### config.mk
export PLATFORM = sky130hd
export DESIGN_NAME = flash_page_scan_select_top
export DESIGN_NICKNAME = d
export VERILOG_FILES = /design/src/rtl/fps_pkg.sv /design/src/rtl/fps_parse.sv /design/src/rtl/fps_judge.sv /design/src/rtl/flash_page_scan_select_top.sv
export SDC_FILE = /design/constraint.sdc
export NUM_CORES = 1
export LEC_CHECK = 0
export BUFFER_PORTS_ARGS = -buffer_cell sky130_fd_sc_hd__buf_2
export CAP_MARGIN = 20
export CORE_ASPECT_RATIO = 0.75
export CORE_MARGIN = 2
export CORE_UTILIZATION = 55
export CTS_BUF_LIST = sky130_fd_sc_hd__clkbuf_4 sky130_fd_sc_hd__clkbuf_8
export DETAILED_ROUTE_END_ITERATION = 7
export PLACE_DENSITY = 0.73
export REMOVE_ABC_BUFFERS = 1
export SYNTH_ARGS = -nofsm -noshare
export SYNTH_HDL_FRONTEND = slang
export SYNTH_HIERARCHICAL = 1
export SYNTH_SLANG_ARGS = --single-unit
### constraint.sdc
create_clock -name clk -period 8 [get_ports clk]
set_input_delay 0.8 -clock clk [delete_from_list [all_inputs] [get_ports clk]]
set_output_delay 0.8 -clock clk [all_outputs]
set_load 0.01 [all_outputs]
### src/rtl/fps_pkg.sv
// Shared types and constants for the flash page scan and select block.
`timescale 1ns / 1ps
package fps_pkg;

    localparam logic [31:0] SUM_SEED          = 32'h9E37_79B9;
    localparam logic [31:0] MAGIC_RESET       = 32'h4348_3445;
    localparam logic [15:0] MAX_PAYLOAD_RESET = 16'd4080;
    localparam int          HEADER_BYTES      = 16;
    localparam logic [16:0] POS_MAX           = 17'h1_FFFF;

    // Configuration register indexes
    localparam logic REG_MAGIC_WORD  = 1'b0;
    localparam logic REG_MAX_PAYLOAD = 1'b1;

    typedef enum logic [2:0] {
        VERDICT_VALID     = 3'd0,
        VERDICT_BAD_MAGIC = 3'd1,
        VERDICT_BAD_SIZE  = 3'd2,
        VERDICT_BAD_SUM   = 3'd3,
        VERDICT_TRUNCATED = 3'd4
    } verdict_t;

    // Page state after the current byte has been folded in
    typedef struct packed {
        logic [17:0] count;
        logic [31:0] magic;
        logic [31:0] serial;
        logic [31:0] size;
        logic [31:0] check;
        logic [31:0] sum;
    } page_info_t;

    typedef struct packed {
        logic [3:0]  page_number;
        verdict_t    verdict;
        logic        found;
        logic [3:0]  best_page;
        logic [31:0] lead_serial;
        logic        scan_done;
    } page_result_t;

endpackage

### src/rtl/fps_parse.sv
// Header capture, byte position and payload checksum for one page.
`timescale 1ns / 1ps
module fps_parse (
    input  logic                clk,
    input  logic                rst_n,
    input  logic                step,
    input  logic [7:0]          data_byte,
    input  logic                page_first,
    input  logic                page_last,
    output fps_pkg::page_info_t info
);
    import fps_pkg::*;

    logic [16:0] pos_reg, pos_next;
    logic [31:0] magic_reg, magic_next;
    logic [31:0] serial_reg, serial_next;
    logic [31:0] size_reg, size_next;
    logic [31:0] check_reg, check_next;
    logic [31:0] sum_reg, sum_next;

    logic [16:0] pos;
    logic [16:0] pos_off;
    logic [31:0] magic_b, serial_b, size_b, check_b, sum_b;
    logic [31:0] lane_val;

    always_comb
    begin
        // A page_first byte restarts parsing mid-page
        pos      = page_first ? '0 : pos_reg;
        magic_b  = page_first ? '0 : magic_reg;
        serial_b = page_first ? '0 : serial_reg;
        size_b   = page_first ? '0 : size_reg;
        check_b  = page_first ? '0 : check_reg;
        sum_b    = page_first ? '0 : sum_reg;

        lane_val = 32'(data_byte) << {pos[1:0], 3'b000};
        pos_off  = pos - 17'(HEADER_BYTES);

        magic_next  = magic_b;
        serial_next = serial_b;
        size_next   = size_b;
        check_next  = check_b;
        sum_next    = sum_b;

        if (pos < 17'(HEADER_BYTES))
        begin
            case (pos[3:2])
                2'd0:    magic_next  = magic_b | lane_val;
                2'd1:    serial_next = serial_b | lane_val;
                2'd2:    size_next   = size_b | lane_val;
                default: check_next  = check_b | lane_val;
            endcase
            if (pos == 17'(HEADER_BYTES - 1))
                sum_next = SUM_SEED ^ serial_b;
        end
        else if (32'(pos_off) < size_b)
        begin
            // rotate left by one, then add the byte
            sum_next = {sum_b[30:0], sum_b[31]} + 32'(data_byte);
        end

        pos_next = (pos < POS_MAX) ? pos + 17'd1 : pos;

        info.count  = 18'(pos) + 18'd1;
        info.magic  = magic_next;
        info.serial = serial_next;
        info.size   = size_next;
        info.check  = check_next;
        info.sum    = sum_next;
    end

    always_ff @(posedge clk or negedge rst_n)
    begin
        if (!rst_n)
        begin
            pos_reg    <= '0;
            magic_reg  <= '0;
            serial_reg <= '0;
            size_reg   <= '0;
            check_reg  <= '0;
            sum_reg    <= '0;
        end
        else if (step)
        begin
            if (page_last)
            begin
                pos_reg    <= '0;
                magic_reg  <= '0;
                serial_reg <= '0;
                size_reg   <= '0;
                check_reg  <= '0;
                sum_reg    <= '0;
            end
            else
            begin
                pos_reg    <= pos_next;
                magic_reg  <= magic_next;
                serial_reg <= serial_next;
                size_reg   <= size_next;
                check_reg  <= check_next;
                sum_reg    <= sum_next;
            end
        end
    end

endmodule

### src/rtl/fps_judge.sv
// Page verdict, best page tracking and page counter.
`timescale 1ns / 1ps
module fps_judge #(
    parameter int PAGE_COUNT = 2
) (
    input  logic                  clk,
    input  logic                  rst_n,
    input  logic                  step,
    input  logic                  page_last,
    input  logic                  scan_last,
    input  fps_pkg::page_info_t   info,
    input  logic [31:0]           magic_word,
    input  logic [15:0]           max_payload,
    output fps_pkg::page_result_t result
);
    import fps_pkg::*;

    localparam logic [3:0] LAST_PAGE = 4'(PAGE_COUNT - 1);

    logic [3:0]  page_cnt_reg, page_cnt_next;
    logic        best_valid_reg, best_valid_next;
    logic [3:0]  best_index_reg, best_index_next;
    logic [31:0] lead_serial_reg, lead_serial_next;

    verdict_t    verdict;
    logic [32:0] need_count;

    always_comb
    begin
        need_count = 33'(info.size) + 33'(HEADER_BYTES);

        if (info.count < 18'(HEADER_BYTES))
            verdict = VERDICT_TRUNCATED;
        else if (info.magic != magic_word)
            verdict = VERDICT_BAD_MAGIC;
        else if (info.size == '0 || info.size > 32'(max_payload))
            verdict = VERDICT_BAD_SIZE;
        else if (33'(info.count) < need_count)
            verdict = VERDICT_TRUNCATED;
        else if (info.sum != info.check)
            verdict = VERDICT_BAD_SUM;
        else
            verdict = VERDICT_VALID;

        best_valid_next  = best_valid_reg;
        best_index_next  = best_index_reg;
        lead_serial_next = lead_serial_reg;
        // strictly higher serial wins; a tie keeps the earlier page
        if (verdict == VERDICT_VALID &&
            (!best_valid_reg || info.serial > lead_serial_reg))
        begin
            best_valid_next  = 1'b1;
            best_index_next  = page_cnt_reg;
            lead_serial_next = info.serial;
        end

        page_cnt_next = (page_cnt_reg >= LAST_PAGE) ? '0 : page_cnt_reg + 4'd1;

        result.page_number = page_cnt_reg;
        result.verdict     = verdict;
        result.found       = best_valid_next;
        result.best_page   = best_index_next;
        result.lead_serial = lead_serial_next;
        result.scan_done   = scan_last;
    end

    always_ff @(posedge clk or negedge rst_n)
    begin
        if (!rst_n)
        begin
            page_cnt_reg    <= '0;
            best_valid_reg  <= 1'b0;
            best_index_reg  <= '0;
            lead_serial_reg <= '0;
        end
        else if (step && page_last)
        begin
            if (scan_last)
            begin
                page_cnt_reg    <= '0;
                best_valid_reg  <= 1'b0;
                best_index_reg  <= '0;
                lead_serial_reg <= '0;
            end
            else
            begin
                page_cnt_reg    <= page_cnt_next;
                best_valid_reg  <= best_valid_next;
                best_index_reg  <= best_index_next;
                lead_serial_reg <= lead_serial_next;
            end
        end
    end

endmodule

### src/rtl/flash_page_scan_select_top.sv
// Top level of the flash page scan and select block.
//
// Usage: stream the bytes of every stored page on the slave channel, one item
// per byte, header first. tlast marks the last byte of a page; tuser[0] marks
// the first byte of a page and tuser[1], together with tlast, closes the scan.
// For each page the master channel gives one result item: the page number,
// its verdict, and the best valid page (highest serial, earlier page on a tie)
// seen so far. The result's tlast is high on the item that closes the scan;
// the best page fields are final there and the scan state clears after it.
// Throughput: one byte per cycle, except while a page's closing byte waits (see Stall).
// A result passes the input register, then the result register, to m_tvalid.
// Stall: the result register holds while m_tready is low; the input register
// keeps taking header and payload bytes, and stops at a page's closing byte
// until the pending result has been taken.
// Reset: the parser, the page counter and the best page clear; magic_word
// returns to 0x43483445 and max_payload to 4080.
// Configuration: cfg_we with cfg_index 0 writes magic_word, 1 writes
// max_payload (low 16 bits of cfg_data); write only while the block is idle.
`timescale 1ns / 1ps
module flash_page_scan_select_top #(
    parameter int PAGE_COUNT = 2
) (
    input  logic        clk,
    input  logic        rst_n,
    input  logic        cfg_we,
    input  logic        cfg_index,
    input  logic [31:0] cfg_data,
    input  logic        s_tvalid,
    output logic        s_tready,
    input  logic [7:0]  s_tdata,   // [7:0] data_byte
    input  logic [1:0]  s_tuser,   // [0] page_first, [1] scan_last
    input  logic        s_tlast,   // page_last
    output logic        m_tvalid,
    input  logic        m_tready,
    // [3:0] page_number, [6:4] verdict, [7] found, [11:8] best_page,
    // [43:12] lead_serial, [47:44] zero
    output logic [47:0] m_tdata,
    output logic        m_tlast    // scan_done
);
    import fps_pkg::*;

    // Configuration registers
    logic [31:0] magic_word_reg;
    logic [15:0] max_payload_reg;

    // Input register
    logic        in_valid_reg, in_valid_next;
    logic [7:0]  in_byte_reg;
    logic        in_first_reg;
    logic        in_last_reg;
    logic        in_scan_last_reg;

    // Result register
    logic         out_valid_reg, out_valid_next;
    page_result_t out_reg;

    page_info_t   info;
    page_result_t result;
    logic         s_accept;
    logic         step;

    // Advance the held byte unless it closes a page while a result still waits
    assign step     = in_valid_reg && (!in_last_reg || !out_valid_reg || m_tready);
    assign s_tready = !in_valid_reg || step;
    assign s_accept = s_tvalid && s_tready;

    always_ff @(posedge clk or negedge rst_n)
    begin
        if (!rst_n)
        begin
            magic_word_reg  <= MAGIC_RESET;
            max_payload_reg <= MAX_PAYLOAD_RESET;
        end
        else if (cfg_we)
        begin
            case (cfg_index)
                REG_MAGIC_WORD:  magic_word_reg  <= cfg_data;
                REG_MAX_PAYLOAD: max_payload_reg <= cfg_data[15:0];
                default:         magic_word_reg  <= magic_word_reg;
            endcase
        end
    end

    always_comb
    begin
        in_valid_next = in_valid_reg;
        if (s_accept)
            in_valid_next = 1'b1;
        else if (step)
            in_valid_next = 1'b0;

        out_valid_next = out_valid_reg;
        if (step && in_last_reg)
            out_valid_next = 1'b1;
        else if (m_tready)
            out_valid_next = 1'b0;
    end

    always_ff @(posedge clk or negedge rst_n)
    begin
        if (!rst_n)
        begin
            in_valid_reg  <= 1'b0;
            out_valid_reg <= 1'b0;
        end
        else
        begin
            in_valid_reg  <= in_valid_next;
            out_valid_reg <= out_valid_next;
        end
    end

    // Payload registers: load without reset
    always_ff @(posedge clk)
    begin
        if (s_accept)
        begin
            in_byte_reg      <= s_tdata;
            in_first_reg     <= s_tuser[0];
            in_last_reg      <= s_tlast;
            in_scan_last_reg <= s_tuser[1];
        end
        if (step && in_last_reg)
            out_reg <= result;
    end

    fps_parse u_parse (
        .clk        (clk),
        .rst_n      (rst_n),
        .step       (step),
        .data_byte  (in_byte_reg),
        .page_first (in_first_reg),
        .page_last  (in_last_reg),
        .info       (info)
    );

    fps_judge #(
        .PAGE_COUNT (PAGE_COUNT)
    ) u_judge (
        .clk         (clk),
        .rst_n       (rst_n),
        .step        (step),
        .page_last   (in_last_reg),
        .scan_last   (in_scan_last_reg),
        .info        (info),
        .magic_word  (magic_word_reg),
        .max_payload (max_payload_reg),
        .result      (result)
    );

    assign m_tvalid = out_valid_reg;
    assign m_tdata  = {4'b0000, out_reg.lead_serial, out_reg.best_page, out_reg.found,
                       out_reg.verdict, out_reg.page_number};
    assign m_tlast  = out_reg.scan_done;

endmodule

==> metrics.md <==
| Metric | Value |
|---|---|
| Starting DRC count in detailed routing | `between 2000 and 3000` |
| Area grow syn2layout | `10.4%` |
| Clock net sink count | `between 300 and 400` |
| Register cell area after layout | `8410 um2` |
| Total vias in the final route | `~19000` |
| Bufs on Longest Clock Path | `3` |
| Gp weighted congestion | `between 1 and 1.5` |
| Final wirelength | `70500 um` |
| Netlist Area Pre-Place | `around 21000 um2` |
| Clock tree from TritonCTS | `built` |
| R2r worst-path depth | `24` |
| Cell at the root of the clock tree | `clkbuf_8` |
| Max_cap viols | `0` |
| Final non-filler cell area | `~23000 um2` |
| Global router's overall resource usage | `34.8%` |
| Yosys Warn Count | `6` |
| EDFF count, synth | `56` |
| Yosys cell types | `88` |
| Ratio of total power to cell area | `between 150 and 200 nW/um2` |
| RSZ-0062 raised after global routing | `false` |
| Post-CTS setup repair buffer count | `0` |
| Initial standard-cell utilization of the core | `around 56%` |
| Clock tree skew after final layout | `about 49 ps` |
| Hold crit path type | `input pin to asynchronous set/reset pin` |
| Arrival time of data at the critical path endpoint | `roughly 7700 ps` |
| Area of placed instances | `roughly 22000 um2` |
| Overall die area | `39800 um2` |
| Number of cells upsized or downsized after cts | `0` |
| Sequential area share after synthesis | `40.0%` |
| Share of async-settable or async-resettable flops after synthesis | `between 80 and 90%` |
| Number of pins with negative max-slew slack in the final report | `0` |
| Post-detailed-route via-to-cell ratio | `6.73` |
| Share of the synthesized area in the top cell type | `between 20% and 30%` |
| Synthesized instance count | `around 2200` |
| Critical register-to-register path startpoint | `u_parse/pos_reg[7]$_DFFE_PN0P_` |
| Detailed-routing iteration count for the pre-antenna-repair pass | `6` |
| Maximum number of pins on one net before global-route repair | `164` |
| Tcrit/Tclk final | `92.2%` |
| Largest cells by area after synthesis | `dfrtp_1 (30%), edfxtp_1 (8.0%), ha_1 (5.8%)` |
| Startpoint class of the critical path | `register` |
| Count of input and output buffers | `95` |
| Global-route wire length before repair | `about 110000 um` |
| I/O pin count | `100` |
| Number of nets in the layout | `around 2400` |
| Number of filler instances in the final layout | `between 3000 and 4000` |
| Area leader, netlist | `dfrtp_1` |
| Hold violation count in the final report | `0` |
| Register-to-register setup slack | `approximately 630 ps` |
| Actual transition at the worst max-transition pin | `1100 ps` |
| Area of the multi-input gates | `approximately 11000 um2` |
| Type of the setup path with the least slack | `register to register` |
| Static power due to leakage | `~9.4 nW` |
| Count of unresolved DRC violations after routing | `0` |
| Post-Syn Area per Cell | `between 9 and 10 um2` |
| Vias in the first global route | `roughly 18000` |
| Total negative slack | `0 ps` |
| Share of the core filled with cells in the final layout | `a little over 60%` |
| IR Drop Worst-Case VDD | `0.170 mV` |
| WP data required | `between 8000 and 9000 ps` |
| Kind of end point of the critical path | `register` |
| Grt ovf | `0` |
| Flops & latches, synth | `between 300 and 400` |
| Final hold slack | `222 ps` |
| Maximum clock rate | `about 140 MHz` |
| Run status | `completed` |
| Cts bufs inserted | `54` |
| Most used flip-flop cell after synthesis | `dfrtp_1` |
| Core Area | `37400 um2` |
| Core Rows | `61` |
| Time the final worst path needs with I/O delays and setup | `about 7400 ps` |
| Relative slew margins | `between 20% and 30%` |
| Share of post-route cells with drive strength above 1 | `16.6%` |
| Clock latency on the worst-skew pair | `roughly 650 ps` |
| Die outline width | `between 200 and 250 um` |
| CTS H-tree lvls | `2` |
| Critical path launch point | `u_parse/pos_reg[7]$_DFFE_PN0P_` |
| Routed Antenna Nets | `0` |
| WL per Instance | `roughly 25 um` |
| Die height | `between 150 and 200 um` |
| Setup-violating endpoint count in the final report | `0` |
| Top fanout value on the critical path | `between 60 and 70` |
| Flip-flop count of the largest register after layout | `between 40 and 50` |
| Clock transition at the registers of the reported paths | `70 ps` |
| Post-cts hold buffer count | `0` |
| Capture instance of the worst register-to-register path | `m_tdata[30]$_DFFE_PP_` |
| DP HPWL | `slightly below 50000 um` |
| Antenna violations before repair | `2` |
## cell families (layout without fill, tap and decap cells)
logic type | count (synthesis) | after routing | share of synthesized area [%]
AO/OA/AOI/OAI | 654 | 654 | 21.9
XOR/XNOR | 132 | 132 | 5.50
adder cells (fa/ha/maj) | 99 | 99 | 5.93
buffers and inverters | 296 | 377 | 6.30
flip-flops | 324 | 324 | 40.0
multiplexers | 81 | 81 | 4.72
other | 1 | 5 | 0.0178
AND/OR/NAND/NOR | 650 | 650 | 15.6
## report_power, final
part	switching [mW]	internal, mW
combinational	0.287	0.143
clock	0.744	1.01
sequential	0.0624	1.76
## layout by cell type (no fill, tap or decap), drive strengths merged, types with 75 or more instances in the layout
cell,synthesis,final
ha,98,98
dfrtp,249,249
o22ai,75,75
nor2,95,95
nand2,242,242
nand3,79,79
o21ai,190,190
o2bb2ai,79,79
clkbuf,115,83
buf,60,153
inv,121,122
## synthesized netlist by cell type, drive strengths merged, types with 51 or more instances
cell	instances
dfrtp	249
nand2	242
o21ai	190
inv	121
clkbuf	115
ha	98
nor2	95
nand3	79
o2bb2ai	79
o22ai	75
xnor2	71
xor2	61
buf	60
edfxtp	56
mux2	55
a21oi	54
a211oi	51
## layer usage
layer	up-vias	track usage, %	part of all wire, %
met5	-	0	0.017
met4	2	11.7	3.3
met3	149	11.7	13
met2	1173	46.0	40
met1	9313	52.7	44
li1	8378	-	-
## stage by stage
stage	cells	total power [mW]	setup slack, ps
final	2826	4.01	627
after global routing	2825	4.14	162
after CTS	2824	4.01	661
after detailed placement	2722	2.27	714
after global placement	2721	2.26	781
after floorplan	2065	2.07	-6240
## worst max path at each step
stage	end	slack [ps]	cells past startpoint
after floorplan	m_tdata[20]$_DFFE_PP_	-6240	18
after global placement	u_judge/best_valid_reg$_DFFE_PN0P_	780	24
after detailed placement	u_judge/best_valid_reg$_DFFE_PN0P_	710	24
after CTS	u_judge/best_valid_reg$_DFFE_PN0P_	660	24
after global routing	m_tdata[30]$_DFFE_PP_	160	24
final	m_tdata[30]$_DFFE_PP_	630	24
## worst max-delay path, cell delays in order (launching register included)
cell and delay, ps:
dfrtp_1 480, or3_1 510, or3_1 410, nor2_1 210
nand2_1 150, nor2_1 130, xnor2_1 130, nand2_1 70
ha_1 330, a21oi_1 140, a21boi_0 90, a2111oi_1 580
o21ai_2 270, nand2_1 260, buf_12 260, mux2i_1 290
a21oi_1 140, xnor2_1 260, nand4_1 140, nor4_1 690
nand4_1 330, nor4bb_4 510, and2_2 250, buf_12 280
o21ai_0 170
## cell type report
class	count	area share [%]
clock buffers	83	4.54
flip-flops and latches	324	36.2
well taps	504	2.72
multi-input cells	1620	49.0
inverters	121	1.97
clock inverters	19	1.03
diodes	1	0.0108
repair buffers	154	4.45
(Power assumes the default switching activity.)
